### src/ovl_pkg.sv
// package for the ordered value list: payload types, codes and constants
package ovl_pkg;

  localparam int CAPACITY_DEFAULT = 16;
  localparam int MAX_RESULTS      = 16;
  localparam int VALUE_W          = 32;
  localparam int ENTRY_COUNT_W    = 5;

  typedef enum logic [1:0] {
    OP_INSERT  = 2'd0,
    OP_DELETE  = 2'd1,
    OP_MODIFY  = 2'd2,
    OP_DISPLAY = 2'd3
  } op_t;

  typedef enum logic [1:0] {
    ST_OK        = 2'd0,
    ST_NOT_FOUND = 2'd1,
    ST_EMPTY     = 2'd2,
    ST_FULL      = 2'd3
  } status_t;

  typedef struct packed {
    op_t                       op;
    logic signed [VALUE_W-1:0] value;
    logic signed [VALUE_W-1:0] new_value;
  } ovl_in_t;

  typedef struct packed {
    status_t                    status;
    logic signed [VALUE_W-1:0]  entry_value;
    logic [ENTRY_COUNT_W-1:0]   entry_count;
    logic                       last;
  } ovl_out_t;

  // per-cell control: shift toward the head, or load the broadcast value
  typedef struct packed {
    logic shift;
    logic load;
  } cell_ctrl_t;

endpackage

### src/ovl_cell.sv
// one storage cell of the list chain
module ovl_cell (
  input  logic                       clk,
  input  ovl_pkg::cell_ctrl_t        ctrl,
  input  logic [ovl_pkg::VALUE_W-1:0] load_value,
  input  logic [ovl_pkg::VALUE_W-1:0] from_next,
  output logic [ovl_pkg::VALUE_W-1:0] data
);

  // load wins over shift: the tail cell takes the recirculated head
  always_ff @(posedge clk) begin
    if (ctrl.load) begin
      data <= load_value;
    end else if (ctrl.shift) begin
      data <= from_next;
    end
  end

endmodule

### src/ordered_value_list.sv
// top level of the ordered value list: cell chain, sequencer and output register
//
// Ordered list of up to CAPACITY signed 32-bit values, empty after reset. Entries live in a
// row of cells with the head in cell 0. Insert writes the cell just past the tail and
// needs no rotation; neither does any operation on an empty list. Delete, modify and display
// rotate the whole list once through the chain, one entry per cycle while the output
// register can take a result: each step compares or emits the head, every cell hands its
// value to its neighbor toward the head, and the head value re-enters at the tail (dropped
// on the first delete match, replaced by new_value on the first modify match). Those
// operations pause while the output side is stalled, and the next transaction is accepted
// once the rotation is done.
// Display gives one result transaction per entry, at most 16, the final one marked with last;
// every other operation gives exactly one result transaction. Results sit in an output
// register, so the input side waits on the output only while that register holds a
// stalled result.
module ordered_value_list #(
  parameter int CAPACITY = ovl_pkg::CAPACITY_DEFAULT
) (
  input  logic             clk,
  input  logic             rst,
  input  logic             in_valid,
  output logic             in_stall,
  input  ovl_pkg::ovl_in_t in_data,
  output logic             out_valid,
  input  logic             out_stall,
  output ovl_pkg::ovl_out_t out_data
);

  // count width holds CAPACITY itself
  localparam int CW = $clog2(CAPACITY + 1);

  // list state
  logic [CW-1:0] count;
  logic [CW-1:0] count_next;

  // rotation sequencer state
  logic                        busy;
  logic [CW-1:0]               step;
  logic [CW-1:0]               span;
  logic                        found;
  ovl_pkg::op_t                op_r;
  logic [ovl_pkg::VALUE_W-1:0] val_r;
  logic [ovl_pkg::VALUE_W-1:0] nval_r;

  // cell chain wiring
  ovl_pkg::cell_ctrl_t         cell_ctrl [CAPACITY];
  logic [ovl_pkg::VALUE_W-1:0] cell_data [CAPACITY];
  logic [ovl_pkg::VALUE_W-1:0] cell_next [CAPACITY];
  logic [ovl_pkg::VALUE_W-1:0] head;
  logic                        chain_shift;
  logic                        chain_load;
  logic [CW-1:0]               load_pos;
  logic [ovl_pkg::VALUE_W-1:0] load_value;

  // handshake and step control
  logic out_free;
  logic in_go;
  logic step_go;
  logic step_end;
  logic is_match;
  logic drop;
  logic repl;
  logic ins_ok;
  logic start;

  // result staging
  logic              res_load;
  ovl_pkg::ovl_out_t res;

  assign head = cell_data[0];

  // output register frees up when empty or when its transaction is taken
  assign out_free = !out_valid || !out_stall;
  assign in_stall = busy || !out_free;
  assign in_go    = in_valid && !in_stall;

  // one rotation step per cycle while the result path can take a transaction
  assign step_go  = busy && out_free;
  assign step_end = (step == span - CW'(1));
  assign is_match = (head == val_r);
  assign drop     = step_go && (op_r == ovl_pkg::OP_DELETE) && is_match && !found;
  assign repl     = step_go && (op_r == ovl_pkg::OP_MODIFY) && is_match && !found;

  // insert has room, or a non-empty list starts a rotation
  assign ins_ok = in_go && (in_data.op == ovl_pkg::OP_INSERT) && (count < CW'(CAPACITY));
  assign start  = in_go && (in_data.op != ovl_pkg::OP_INSERT) && (count != '0);

  always_comb begin
    if (ins_ok) begin
      count_next = count + CW'(1);
    end else if (drop) begin
      count_next = count - CW'(1);
    end else begin
      count_next = count;
    end
  end

  // chain control: insert writes past the tail, a rotation step shifts and
  // recirculates the head into the current tail slot
  assign chain_shift = step_go;
  assign chain_load  = ins_ok || (step_go && !drop);
  assign load_pos    = ins_ok ? count : (count - CW'(1));

  always_comb begin
    if (ins_ok) begin
      load_value = in_data.value;
    end else if (repl) begin
      load_value = nval_r;
    end else begin
      load_value = head;
    end
  end

  for (genvar i = 0; i < CAPACITY; i++) begin : g_cell
    assign cell_ctrl[i].shift = chain_shift;
    assign cell_ctrl[i].load  = chain_load && (load_pos == CW'(i));

    // last cell has no neighbor; its shifted value lies beyond the tail
    if (i == CAPACITY - 1) begin : g_end
      assign cell_next[i] = cell_data[i];
    end else begin : g_mid
      assign cell_next[i] = cell_data[i+1];
    end

    ovl_cell u_cell (
      .clk        (clk),
      .ctrl       (cell_ctrl[i]),
      .load_value (load_value),
      .from_next  (cell_next[i]),
      .data       (cell_data[i])
    );
  end

  // result selection: immediate results at accept, else from the rotation
  always_comb begin
    res_load         = 1'b0;
    res.status       = ovl_pkg::ST_OK;
    res.entry_value  = '0;
    res.entry_count  = ovl_pkg::ENTRY_COUNT_W'(count_next);
    res.last         = 1'b1;
    if (in_go) begin
      res_load = (in_data.op == ovl_pkg::OP_INSERT) || (count == '0);
      case (in_data.op)
        ovl_pkg::OP_INSERT: res.status = ins_ok ? ovl_pkg::ST_OK : ovl_pkg::ST_FULL;
        ovl_pkg::OP_DELETE: res.status = ovl_pkg::ST_NOT_FOUND;
        default:            res.status = ovl_pkg::ST_EMPTY;
      endcase
    end else if (step_go) begin
      if (op_r == ovl_pkg::OP_DISPLAY) begin
        // only the first entries are shown, the rest still rotate back into place
        res_load        = (32'(step) < ovl_pkg::MAX_RESULTS);
        res.entry_value = head;
        res.last        = step_end || (32'(step) == ovl_pkg::MAX_RESULTS - 1);
      end else begin
        res_load   = step_end;
        res.status = (found || drop || repl) ? ovl_pkg::ST_OK : ovl_pkg::ST_NOT_FOUND;
      end
    end
  end

  // list count
  always_ff @(posedge clk) begin
    if (rst) begin
      count <= '0;
    end else begin
      count <= count_next;
    end
  end

  // rotation sequencer
  always_ff @(posedge clk) begin
    if (rst) begin
      busy  <= 1'b0;
      found <= 1'b0;
    end else if (start) begin
      busy  <= 1'b1;
      found <= 1'b0;
    end else if (step_go) begin
      found <= found || drop || repl;
      if (step_end) begin
        busy <= 1'b0;
      end
    end
  end

  always_ff @(posedge clk) begin
    if (start) begin
      step   <= '0;
      span   <= count;
      op_r   <= in_data.op;
      val_r  <= in_data.value;
      nval_r <= in_data.new_value;
    end else if (step_go) begin
      step <= step + CW'(1);
    end
  end

  // output register
  always_ff @(posedge clk) begin
    if (rst) begin
      out_valid <= 1'b0;
    end else if (res_load) begin
      out_valid <= 1'b1;
    end else if (!out_stall) begin
      out_valid <= 1'b0;
    end
  end

  always_ff @(posedge clk) begin
    if (res_load) begin
      out_data <= res;
    end
  end

`ifndef SYNTH
  // the list never holds more than it has cells for
  assert property (@(posedge clk) disable iff (rst) count <= CW'(CAPACITY))
    else $error("list count above capacity");

  // a rotation never runs past the entries it started with
  assert property (@(posedge clk) disable iff (rst) busy |-> (step < span))
    else $error("rotation step beyond its span");

  // display leaves the count alone
  assert property (@(posedge clk) disable iff (rst)
    (step_go && (op_r == ovl_pkg::OP_DISPLAY)) |=> (count == $past(count)))
    else $error("display changed the list count");

  // only delete and modify can record a match
  assert property (@(posedge clk) disable iff (rst)
    found |-> ((op_r == ovl_pkg::OP_DELETE) || (op_r == ovl_pkg::OP_MODIFY)))
    else $error("match recorded for an operation that does not search");

  // a delete that removes an entry ends with one entry fewer
  assert property (@(posedge clk) disable iff (rst)
    (step_go && step_end && (op_r == ovl_pkg::OP_DELETE) && (found || drop))
      |=> (count == $past(span) - CW'(1)))
    else $error("delete did not shrink the list by one");
`endif

endmodule

### config.mk
export PLATFORM = sky130hd
export DESIGN_NAME = ordered_value_list
export DESIGN_NICKNAME = d
export VERILOG_FILES = /design/src/ovl_pkg.sv /design/src/ovl_cell.sv /design/src/ordered_value_list.sv
export SDC_FILE = /design/constraint.sdc
export NUM_CORES = 1
export LEC_CHECK = 0
export BUFFER_PORTS_ARGS = -buffer_cell sky130_fd_sc_hd__buf_2
export CORE_UTILIZATION = 49
export CTS_CLUSTER_DIAMETER = 30
export DETAILED_ROUTE_END_ITERATION = 7
export GPL_TIMING_DRIVEN = 0
export PLACE_DENSITY = 0.7
export SLEW_MARGIN = 20
export SYNTH_ARGS = -nofsm -noshare
export SYNTH_HDL_FRONTEND = slang
export SYNTH_SLANG_ARGS = --single-unit
### constraint.sdc
create_clock -name clk -period 6 [get_ports clk]
set_input_delay 0 -clock clk [delete_from_list [all_inputs] [get_ports clk]]
set_output_delay 0 -clock clk [all_outputs]
set_load 0.01 [all_outputs]
-- Yosys cells after proc, flatten, opt, wreduce, memory -nomap -nowiden
Cells that the tools add are included.
- flip-flop bits (word level): 636
- output and inout port bits: 42
- logic and storage cells: 177
- add/sub/neg operators: 4
- magnitude comparators: 2
- equal/unequal tests: 23
- muxes and demuxes: 50
- bitwise operators: 2
- reductions and logical operators: 67
- operators with widths (operator ; number):
    $mux 32 ; 33
    $eq 5x4->1 const B ; 9
    $reduce_bool 2->1 ; 18
    $mux 34 ; 1
    $eq 32x32->1 ; 1
    $logic_and 1x1->1 ; 29
    $eq 5x3->1 const B ; 4
    $mux 5 ; 3
    $add 5x1->5 const B ; 2
    $eq 5x2->1 const B ; 2
    $logic_not 5->1 ; 2
    $lt 5x5->1 const B ; 2
    $mux 1 ; 10
    $sub 5x1->5 const B ; 2
    $logic_or 1x1->1 ; 7
    $logic_not 1->1 ; 6
    $eq 5x1->1 const B ; 1
    $eq 5x5->1 ; 1
    $reduce_bool 5->1 ; 1
    $eq 2x1->1 const B ; 2
    $eq 2x2->1 const B ; 2
    $mux 2 ; 2
    $pmux 2 s2 ; 1
    $reduce_or 3->1 ; 1
    5 further kinds ; 6

-- Longest topological paths before layout
Gate-level depths: netlist (run 1).
- word-level depth: 12
- mapped depth: 10
- depth with buffers taken out: 8

-- By module
Synthesis (run 1) repeated with hierarchy kept, for this count alone.
- cell total of the unflattened synthesis: 1623
- area, all modules: 29930.0 µm²
- modules (own cells, without submodules) (module ; instances ; cells each ; area an instance (µm²)):
    ovl_cell ; 16 ; 69 ; 1507.7
    ordered_value_list ; 1 ; 519 ; 5806.8

-- Worst setup path before layout (run 1)
Ideal clock, no wire load.
- kind: register -> register
- start: reg span[0]
- end: reg out_data[0] (netlist bit) (enable)
- setup time: 0.452 ns
- data arrival time: 3.324 ns
- data required time: 5.548 ns
- setup slack: 2.225 ns
- cell stages (with the launch flop): 8
- buffers on the path: 0
- cell sequence: edfxtp_1 > inv_1 > ha_1 > nand2b_1 > o211a_1 > o31ai_1 > a41oi_1 > o22ai_1
- cells in the longest elaborated chain, start to end: 5
- RTL lines (item ; RTL line ; text):
    from (decl) ; ordered_value_list.sv:39 ; logic [CW-1:0] span;
    from (signal assigned) ; ordered_value_list.sv:189 ; span <= count;
    $sub 5x1->5 ; ordered_value_list.sv:79 ; assign step_end = (step == span - CW'(1));
    $eq 5x5->1 ; ordered_value_list.sv:79 ;
    $mux 1 ; ordered_value_list.sv:149 ; if (op_r == ovl_pkg::OP_DISPLAY) begin
    $mux 1 ; ordered_value_list.sv:148 ; end else if (step_go) begin
    $mux 1 ; ordered_value_list.sv:141 ; if (in_go) begin
    net res_load ; ordered_value_list.sv:67 ; logic res_load;
    to (signal assigned) ; ordered_value_list.sv:211 ; out_data <= res;
    to (decl) ; ordered_value_list.sv:26 ; output ovl_pkg::ovl_out_t out_data
The timed path passes the listed nets, and every way through them passes these cells.
A chain may end at the register's enable or synchronous reset.

-- Worst setup path after layout (run 1)
- start: reg g_cell[0].u_cell.data[17] (netlist bit)
- end: reg g_cell[6].u_cell.data[1] (netlist bit) (enable)
- cells in the longest elaborated chain, start to end: 8
- RTL lines (item ; RTL line ; text):
    from (decl) ; ovl_cell.sv:7 ; output logic [ovl_pkg::VALUE_W-1:0] data
    from (signal assigned) ; ovl_cell.sv:13 ; data <= load_value;
    from (signal assigned) ; ovl_cell.sv:15 ; data <= from_next;
    $eq 32x32->1 ; ordered_value_list.sv:80 ; assign is_match = (head == val_r);
    $logic_and 1x1->1 (2 in a row) ; ordered_value_list.sv:81 ; assign drop = step_go && (op_r == ovl_pkg::OP_DELETE) && is_match && !found;
    $logic_not 1->1 ; ordered_value_list.sv:101 ; assign chain_load = ins_ok || (step_go && !drop);
    $logic_and 1x1->1 ; ordered_value_list.sv:101 ;
    $logic_or 1x1->1 ; ordered_value_list.sv:101 ;
    $logic_and 1x1->1 ; ordered_value_list.sv:116 ; assign cell_ctrl[i].load = chain_load && (load_pos == CW'(i));
    $reduce_bool 2->1 (no line) ; n/a ;
    to (signal assigned) ; ovl_cell.sv:13 ;
    to (signal assigned) ; ovl_cell.sv:15 ;
    to (decl) ; ovl_cell.sv:7 ;
Every way passes these cells.

==> impl_results.md, run 1 <==
* Clock sinks at 636
* Syn Nets at 1737
* Primary FF master, synth: edfxtp_1
* Worst Setup End Kind: flip-flop
* LEAKAGE at 0.0123 µW
* Routability Congestion at 0.895
* Worst-margin pin slew at 1.08 ns
* Worst Hold Class: input pin to flip-flop
* Layout area overhead at 23.7%
* Peak supply drop at 0.341 mV
* Worst path required time at 6.19 ns
* CP Max Fanout at 32
* Unrepaired setup endpoints after global routing: no
* Most common cell in the netlist: edfxtp_1
* Status: finished, final reports clean
* Number of port buffers at 109
* Largest net degree at the start of global routing at 51
* Fin crit share at 63.7%
* Place WS at 2.16 ns
* Fmax at 0.262 GHz
* Cell Pwr Density at 353 nW/µm²
* Initial antenna violation count at 4
* Setup TNS Final at 0 ns
* Rows at 87
* Average size of a mapped cell at 17.0 µm²
* Minimum clock period at 3.82 ns
* Clock Pin Slew Worst Setup and Hold Paths at 0.06 ns
* Hold_ws at 0.0446 ns
* Horiz. Die Dim at 242 µm
* # setup viols final at 0
* Htree depth at 3
* Mapped cell area at 28200 µm²
* Utilization after layout at 61.6%
* Total power at 12300 µW
* Vias in the first global route at 16100
* Post-Route WL at 65300 µm
* Die area at 58500 µm²
* Max_cap viols at 0
* Slew margin rel. at 27.8%
* CP Launch Type: flip-flop
* Top cells by count, synth: edfxtp_1, mux2_2, nor2_1
* Synth top area cells: edfxtp_1, mux2_2, mux2_1
* Seq/Total Area, Yosys at 67.3%
* Skew final at 0.0316 ns
* Share of cells above drive strength 1 at 45.8%
* Total global routing overflow at 0
* GR Util All Layers at 22.4%
* Unique masters post-synth at 65
* TritonRoute pass-1 iters at 5
* Net count reported at finish at 2045
* Resize count post-CTS at 0
* Final setup margin at 2.18 ns
* Number of nets with antenna violations after routing at 0
* Fillers at 3958
* Syn Inst Count at 1661
* Clock Latency Late Sink at 0.68 ns
* WL per Instance at 23.1 µm
* # DRC at 0
* Clock Path Buffers at 3
* Fin. max-slew vios at 0
* Core area at 56600 µm²
* Die height at 242 µm
* Post-synth top area cell: edfxtp_1
* Violation count after the first detailed-route iteration at 1276
* FF+latch count, synth at 636
* CTS tree: yes
* Yosys warns at 0
* Root buf cell: clkbuf_16
* Io pins at 112
* Final HPWL DP at 44400 µm
* CTS Buf Count at 115
* Post-synth EDFFs at 623
* Ys async rst share at 0%
* Avg Vias per Cell at 5.57
* Via Count at 15700
* Final Hold Viols at 0
* WS Path Type: flip-flop to flip-flop
* Top cell type's share of synthesized area at 66.3%
* Initial Utilization at 49.8%
* First-pass GRT wire length at 99000 µm
* Crit path arrival time at 4.01 ns
[layout by cell type, fill, tap and decap left out, types with 15 or more instances in the layout]
master         Yosys  final
buf_2             53    162
nor2_1            55     55
edfxtp_1         623    623
a31oi_2           17     17
bufinv_16          0     21
clkbuf_16          0    115
buf_4             30     30
dlygate4sd3_1      0     71
clkinvlp_4         0     18
xor2_1            37     37
and2_1            33     33
and4b_1           31     31
a31oi_1           20     20
nand2_2            0     15
nand3_1           41     41
mux2_2           452    452
clkbuf_1          29     39
mux2_1            30     30
o31ai_2           24     24
[repair_timing]
| item | 4_1_cts | 5_1_grt |
|---|---|---|
| hold buffers | 71 | 0 |
| buffers inserted | 0 | 0 |
| endpoints found under the hold margin | 76 | 0 |
| endpoints found under the setup margin | 0 | 0 |
[state kept, by name, indices dropped and copies added, names as in the netlist]
signal	count
g_cell.u_cell.data	512
out_data	40
nval_r	32
val_r	32
count	5
span	5
step	5
op_r	2
busy	1
found	1
out_valid	1
[area by class of cell]
type	count	area (µm²)	area share [%]
Antenna cell	2	5.00	0.0144
Multi-Input combinational cell	887	8490	24.3
Tap cell	756	946	2.71
Clock buffer	126	2920	8.37
Timing Repair Buffer	191	1530	4.38
Clock inverter	90	1220	3.50
Sequential cell	636	19000	54.4
Inverter	12	45.0	0.129
Buffer	126	753	2.16
[final timing paths]
kind / startpoint / to / slack [ns] / cells past startpoint
setup / recovery: g_cell[0].u_cell.data[17] / g_cell[6].u_cell.data[1] / 2.18 / 8
hold / removal: in_data[9] / nval_r[9] / 0.04 / 2
setup reg to reg: g_cell[0].u_cell.data[17] / g_cell[6].u_cell.data[1] / 2.18 / 8
hold reg to reg: count[3] / span[3] / 0.42 / 0
[report_power, final]
part           internal, µW  switching (µW)
clock                  4470            2360
sequential             4990            48.4
combinational           182             284
total                  9640            2690
[stage by stage]
step / instances / instance area (µm²)
after floorplan: 1661 / 28200
after detailed placement: 2537 / 30000
after global routing: 2824 / 34900
final: 2826 / 34900
after global placement: 2526 / 29700
after CTS: 2824 / 34900
[worst max-delay path, stage by stage (launching register included)]
cell and delay (ns):
edfxtp_1 0.45, xor2_1 0.18, nor4_1 0.60, and4_1 0.31
buf_4 0.21, nand4_1 0.21, nand3_1 0.48, buf_2 0.36
nand2_2 0.53
[layer usage]
| layer | GRT usage [%] | share of wire, % |
|---|---|---|
| met1 | 30.0 | 43 |
| met2 | 36.6 | 49 |
| met3 | 3.74 | 5.5 |
| met4 | 8.80 | 2.9 |
| met5 | 0 | 0 |
[cells by family (layout without fill, tap and decap cells)]
kind of cell / count (synthesis) / in the layout / synth area share, %
flip-flops: 636 / 636 / 67.3
multiplexers: 483 / 483 / 19.3
buffers and inverters: 138 / 545 / 2.82
AO/OA/AOI/OAI: 118 / 118 / 4.10
AND/OR/NAND/NOR: 236 / 236 / 4.89
other: 0 / 2 / 0
adder cells (fa/ha/maj): 7 / 7 / 0.302
XOR/XNOR: 43 / 43 / 1.34
No activity file was read; power rests on OpenSTA's default activity.
==> run 2, diff against run 1 <==
==> constraint.sdc (replaced) <==
create_clock -name clk -period 3.8 [get_ports clk]
set_input_delay 0 -clock clk [delete_from_list [all_inputs] [get_ports clk]]
set_output_delay 0 -clock clk [all_outputs]
set_load 0.01 [all_outputs]
==> impl_results.md, run 2 (synthesis results as in run 1) <==
* Status: finished, final reports clean
* Vias in the first global route at 16100 (unchanged)
* Htree depth at 3 (unchanged)
* Worst-margin pin slew at 1.11 ns (+0.0229 ns)
* Commonest cells after routing, fill and taps aside: edfxtp_1, mux2_2, buf_2, clkbuf_16, dlygate4sd3_1
* Slew margin rel. at 25.9% (-1.9 points)
* Top reg by flops: g_cell.u_cell.data
* # setup viols final at 0 (unchanged)
* Top Registers: g_cell.u_cell.data (512), out_data (40)
* Worst Hold Class: input pin to flip-flop
* Peak supply drop at 0.539 mV (+58%)
* CTS Buf Count at 115 (unchanged)
* Largest register FFs at 512 (unchanged)
* Share of cells above drive strength 1 at 45.9% (+0.15 points)
* Clock Latency Late Sink at 0.67 ns (about the same)
* Hold_ws at 0.0455 ns (+0.000935 ns)
* Net count reported at finish at 2045 (unchanged)
* Clock Pin Slew Worst Setup and Hold Paths at 0.06 ns (about the same)
* Die area at 58500 µm² (unchanged)
* Place WS at -0.0397 ns (-2.20 ns)
* Horiz. Die Dim at 242 µm (unchanged)
* Initial Utilization at 49.8% (unchanged)
* CP Launch Type: flip-flop
* Number of port buffers at 109 (unchanged)
* Post-Route WL at 65100 µm (-0.16%)
* LEAKAGE at 0.0123 µW (+0.10%)
* Initial antenna violation count at 4 (unchanged)
* Core area at 56600 µm² (unchanged)
* Total global routing overflow at 0 (unchanged)
* Die height at 242 µm (unchanged)
* Violation count after the first detailed-route iteration at 1297 (+1.6%)
* Skew final at 0.0299 ns (-0.00171 ns)
* Fin crit share at 96.9% (+33 points)
* Rows at 87 (unchanged)
* WS Path Type: flip-flop to flip-flop
* Minimum clock period at 3.68 ns (-0.141 ns)
* TritonRoute pass-1 iters at 7 (+2)
* Fin. max-slew vios at 0 (unchanged)
* Clock sinks at 636 (unchanged)
* Final setup margin at 0.117 ns (-2.06 ns)
* Max_cap viols at 0 (unchanged)
* CP Max Fanout at 10 (-69%)
* Unrepaired setup endpoints after global routing: no
* Number of nets with antenna violations after routing at 0 (unchanged)
* Worst Setup End Kind: flip-flop
* Clock Path Buffers at 3 (unchanged)
* WL per Instance at 23.1 µm (-0.16%)
* Worst path required time at 4.30 ns (-1.89 ns)
* Avg Vias per Cell at 5.57 (+0.15%)
* Final Hold Viols at 0 (unchanged)
* Fmax at 0.272 GHz (+3.8%)
* GR Util All Layers at 22.4% (about the same)
* Io pins at 112 (unchanged)
* Most common cell after layout, fill and taps aside: edfxtp_1
* Crit path arrival time at 4.19 ns (+0.18 ns)
* Via Count at 15800 (+0.15%)
* CTS tree: yes
* Utilization after layout at 61.7% (+0.093 points)
* Cell Pwr Density at 557 nW/µm² (+58%)
* Root buf cell: clkbuf_16
* Final HPWL DP at 44400 µm (unchanged)
* Post CTS Setup Buffer Count at 0 (unchanged)
* Total power at 19500 µW (+58%)
* # DRC at 0 (unchanged)
* Routability Congestion at 0.895 (unchanged)
* Layout area overhead at 23.9%
* First-pass GRT wire length at 99000 µm (about the same)
* Largest net degree at the start of global routing at 51 (unchanged)
-- run 2: cell counts in the layout (fill, tap and decap cells not counted) --
No cell type changed its count.
-- run 2: layout make-up --
type	instances	area, µm²
Antenna cell	2	5.00
Buffer	126	756
Clock buffer	126	2920
Clock inverter	90	1220
Fill cell	3953	21700
Inverter	12	45.0
Multi-Input combinational cell	887	8540
Sequential cell	636	19000
Tap cell	756	946
Timing Repair Buffer	191	1530
-- run 2: metrics by stage --
step,instance area (µm²),instances,setup TNS (ns)
after floorplan,28200,1661,0
after global placement,29700,2526,-339.14
after detailed placement,30000,2537,-1.25
after CTS,34900,2824,0
after global routing,34900,2824,0
final,34900,2826,0
-- run 2: per-layer routing --
| layer | up-vias | share of wire, % | global-route usage [%] |
|---|---|---|---|
| li1 | 7190 | - | - |
| met2 | 552 | 48 | 36.6 |
| met5 | - | 0 | 0 |
| met4 | 0 | 3.0 | 8.80 |
| met3 | 114 | 5.4 | 3.74 |
| met1 | 7894 | 43 | 30.0 |
-- run 2: critical path: stages (launching register included) --
cell,delay [ns]
edfxtp_1,0.47
xor2_1,0.18
nor4_1,0.57
and4_1,0.31
buf_4,0.21
buf_4,0.21
nand3_1,0.10
a31oi_1,0.83
buf_2,0.40
mux2_2,0.24
-- run 2: power breakdown --
group | internal (µW) | leakage (µW) | switching [µW] | total (µW)
combinational | 288 | 0.00457 | 448 | 736
sequential | 7880 | 0.00577 | 76.4 | 7950
clock | 7050 | 0.00196 | 3710 | 10800
-- run 2: path summary, 6_finish.rpt --
kind	cells after the start	end	slack, ns	from
worst min register to register	0	span[3]	0.43	count[3]
worst min-delay path	2	nval_r[9]	0.05	in_data[9]
worst max register to register	9	g_cell[0].u_cell.data[27]	0.12	g_cell[0].u_cell.data[27]
worst max-delay path	9	g_cell[0].u_cell.data[27]	0.12	g_cell[0].u_cell.data[27]
-- run 2: repair_timing --
item | in CTS | in global routing
gates resized for setup | 4 | 9
hold buffers | 71 | 0
pin swaps | 0 | 1
endpoints found under the setup margin | 66 | 156
cloned | 0 | 0
endpoints found under the hold margin | 76 | 0
==> run 3, diff against run 2 <==
--- a/config.mk
+++ b/config.mk
@@ -6,11 +6,13 @@
 export NUM_CORES = 1
 export LEC_CHECK = 0
 export BUFFER_PORTS_ARGS = -buffer_cell sky130_fd_sc_hd__buf_2
+export CORE_MARGIN = 1.5
 export CORE_UTILIZATION = 49
 export CTS_CLUSTER_DIAMETER = 30
 export DETAILED_ROUTE_END_ITERATION = 7
 export GPL_TIMING_DRIVEN = 0
 export PLACE_DENSITY = 0.7
+export REMOVE_ABC_BUFFERS = 1
 export SLEW_MARGIN = 20
 export SYNTH_ARGS = -nofsm -noshare
 export SYNTH_HDL_FRONTEND = slang
==> impl_results.md, run 3 (synthesis results as in run 1) <==
* Htree depth at 3 (unchanged)
* Die area at 59000 µm² (+0.83%)
* Crit path max-delay family: simple AND/OR/NAND/NOR gates
* Clock Latency Late Sink at 0.65 ns (-0.02 ns)
* Post-Route WL at 54900 µm (-16%)
* Number of port buffers at 111 (+1.8%)
* Peak supply drop at 0.489 mV (-9.3%)
* Rows at 87 (unchanged)
* Most common cell after layout, fill and taps aside: edfxtp_1
* TritonRoute pass-1 iters at 5 (-2)
* Worst Setup End Kind: flip-flop
* Initial antenna violation count at 0 (-4)
* # DRC at 0 (unchanged)
* Cell Pwr Density at 534 nW/µm² (-4.2%)
* Setup TNS Final at 0 ns (unchanged)
* CTS Buf Count at 116 (+0.87%)
* Total power at 18800 µW (-3.6%)
* Initial Utilization at 49.8% (unchanged)
* WL per Instance at 19.9 µm (-14%)
* Crit. path cell count at 8 (-1)
* FF-to-FF setup slack at 0.10 ns (-0.02 ns)
* Placed cell area at 30000 µm² (about the same)
* Vias in the first global route at 16100 (-0.36%)
* Reg-to-Reg End: g_cell[10].u_cell.data[12]
* Clock Pin Slew Worst Setup and Hold Paths at 0.05 ns (about the same)
* Largest net degree at the start of global routing at 53 (+3.9%)
* Post-route cell area at 35100 µm² (+0.64%)
* Horiz. Die Dim at 243 µm (+0.41%)
* Top Registers: g_cell.u_cell.data (512), out_data (40)
* WS Path Type: flip-flop to flip-flop
* Number of nets with antenna violations after routing at 0 (unchanged)
* Slew margin rel. at 33.0% (+7.1 points)
* Antenna diodes at 0 (-2)
* Buf+Inv Stages, Crit Path at 2 (-1)
* First-pass GRT wire length at 87200 µm (-12%)
* Final Hold Viols at 0 (unchanged)
* CTS tree: yes
* Clock Path Buffers at 3 (unchanged)
* Max_cap viols at 0 (unchanged)
* Die height at 243 µm (+0.41%)
* Layout area overhead at 24.6%
* GR Util All Layers at 18.4% (-4.1 points)
* Largest register FFs at 512 (unchanged)
* Via Count at 15400 (-2.3%)
* Crit-path cells: xor2_1 > nor4_4 > and4_2 > buf_12 > a2111oi_4 > o21ai_4 > buf_16 > mux2_2
* Worst reg2reg path depth at 8 (-1)
* Worst path required time at 4.19 ns (-0.11 ns)
* Max incr delay on CP at 0.60 ns (-0.23 ns)
* Worst reg2reg startpoint: g_cell[0].u_cell.data[10]
* Violation count after the first detailed-route iteration at 1015 (-22%)
* Utilization after layout at 62.1% (+0.40 points)
* Top reg by flops: g_cell.u_cell.data
* Fin cells at 2761 (-2.3%)
* Fin crit share at 97.4% (+0.45 points)
* Total global routing overflow at 0 (unchanged)
* Io pins at 112 (unchanged)
* Status: finished, final reports clean
* Core area at 56600 µm² (unchanged)
* Minimum clock period at 3.70 ns (+0.0171 ns)
* Final HPWL DP at 32400 µm (-27%)
* Share of cells above drive strength 1 at 47.3% (+1.3 points)
* Root buf cell: clkbuf_16
* Critical Path Start: g_cell[0].u_cell.data[10]
* Inst Count DP at 2437 (-3.9%)
* CP Max Fanout at 25 (+15)
* Worst Setup EP: g_cell[10].u_cell.data[12]
* Worst path slowest cell: nor4_4
* Clock sinks at 636 (unchanged)
* Worst-margin pin slew at 1.00 ns (-0.102 ns)
* CP Launch Type: flip-flop
* Fin. max-slew vios at 0 (unchanged)
* Avg Vias per Cell at 5.57 (about the same)
* Fmax at 0.270 GHz (-0.46%)
* Crit path arrival time at 4.09 ns (-0.10 ns)
* Net count reported at finish at 1978 (-3.3%)
* Routability Congestion at 0.824 (-8.0%)
* Skew final at 0.0159 ns (-0.0140 ns)
* # setup viols final at 0 (unchanged)
* Commonest cells after routing, fill and taps aside: edfxtp_1, mux2_2, clkbuf_16, buf_2, dlygate4sd3_1
* LEAKAGE at 0.0122 µW (-0.50%)
* Worst Hold Class: input pin to flip-flop
run 3: changes by cell type in the layout (fill, tap and decap cells not counted), moves of 9 or more:
cell and change:
a31oi_2 +15, buf_2 -51, bufinv_16 -9, buf_6 -9, clkbuf_1 -28, buf_12 +21
buf_4 -9, clkinv_2 +9, a31oi_1 -15
run 3: stage by stage:
step	setup WS (ns)	hold WS, ns
3_5_place_dp	-0.307	0.178
2_1_floorplan	-1.16	0.0691
3_3_place_gp	-3.44	0.178
5_1_grt	-0.00695	0.0508
4_1_cts	0.000914	0.0232
6_report	0.100	0.0674
run 3: cell type report:
type,instances,area (µm²)
clock buffers,128,3010
clock inverters,93,910
fillers,3848,21500
inverters,12,45.0
multi-input cells,889,8890
flip-flops and latches,636,19000
well taps,756,946
repair buffers,247,2370
run 3: how the worst min path moves through the flow:
stage	slack, ns	startpoint	endpoint	cells past startpoint
3_3_place_gp	0.18	in_data[21]	nval_r[21]	1
2_1_floorplan	0.07	rst	busy	1
5_1_grt	0.05	in_data[9]	nval_r[9]	2
3_5_place_dp	0.18	in_data[9]	nval_r[9]	1
6_report	0.07	in_data[7]	nval_r[7]	2
4_1_cts	0.02	in_data[15]	nval_r[15]	2
run 3: per-layer routing:
| layer | GRT usage [%] | part of all wire, % |
|---|---|---|
| met1 | 24.0 | 43 |
| met5 | 0 | 0 |
| met3 | 3.31 | 5.2 |
| met2 | 30.3 | 50 |
| met4 | 7.64 | 2.5 |
run 3: power breakdown:
part           internal [µW]  switching, µW
sequential              7880           71.8
combinational            278            420
clock                   6550           3560
total                  14700           4050
run 3: worst register-to-register path, delay by kind of cell (launching register included):
family / cells / cell delay, ns
AOI/OAI and AO/OA: 2 / 0.78
xor gates and xnor gates: 1 / 0.21
buffers and inverters: 2 / 0.48
DFF: 1 / 0.46
muxes: 1 / 0.37
and+or+nand+nor: 2 / 1.15
run 3: timing repair:
item	in CTS	in global routing
gates resized for setup	7	9
hold buffers	70	0
pin swaps	5	7
endpoints found under the hold margin	112	0
setup buffers	14	17
gates cloned	0	2
setup endpoints to repair	576	582
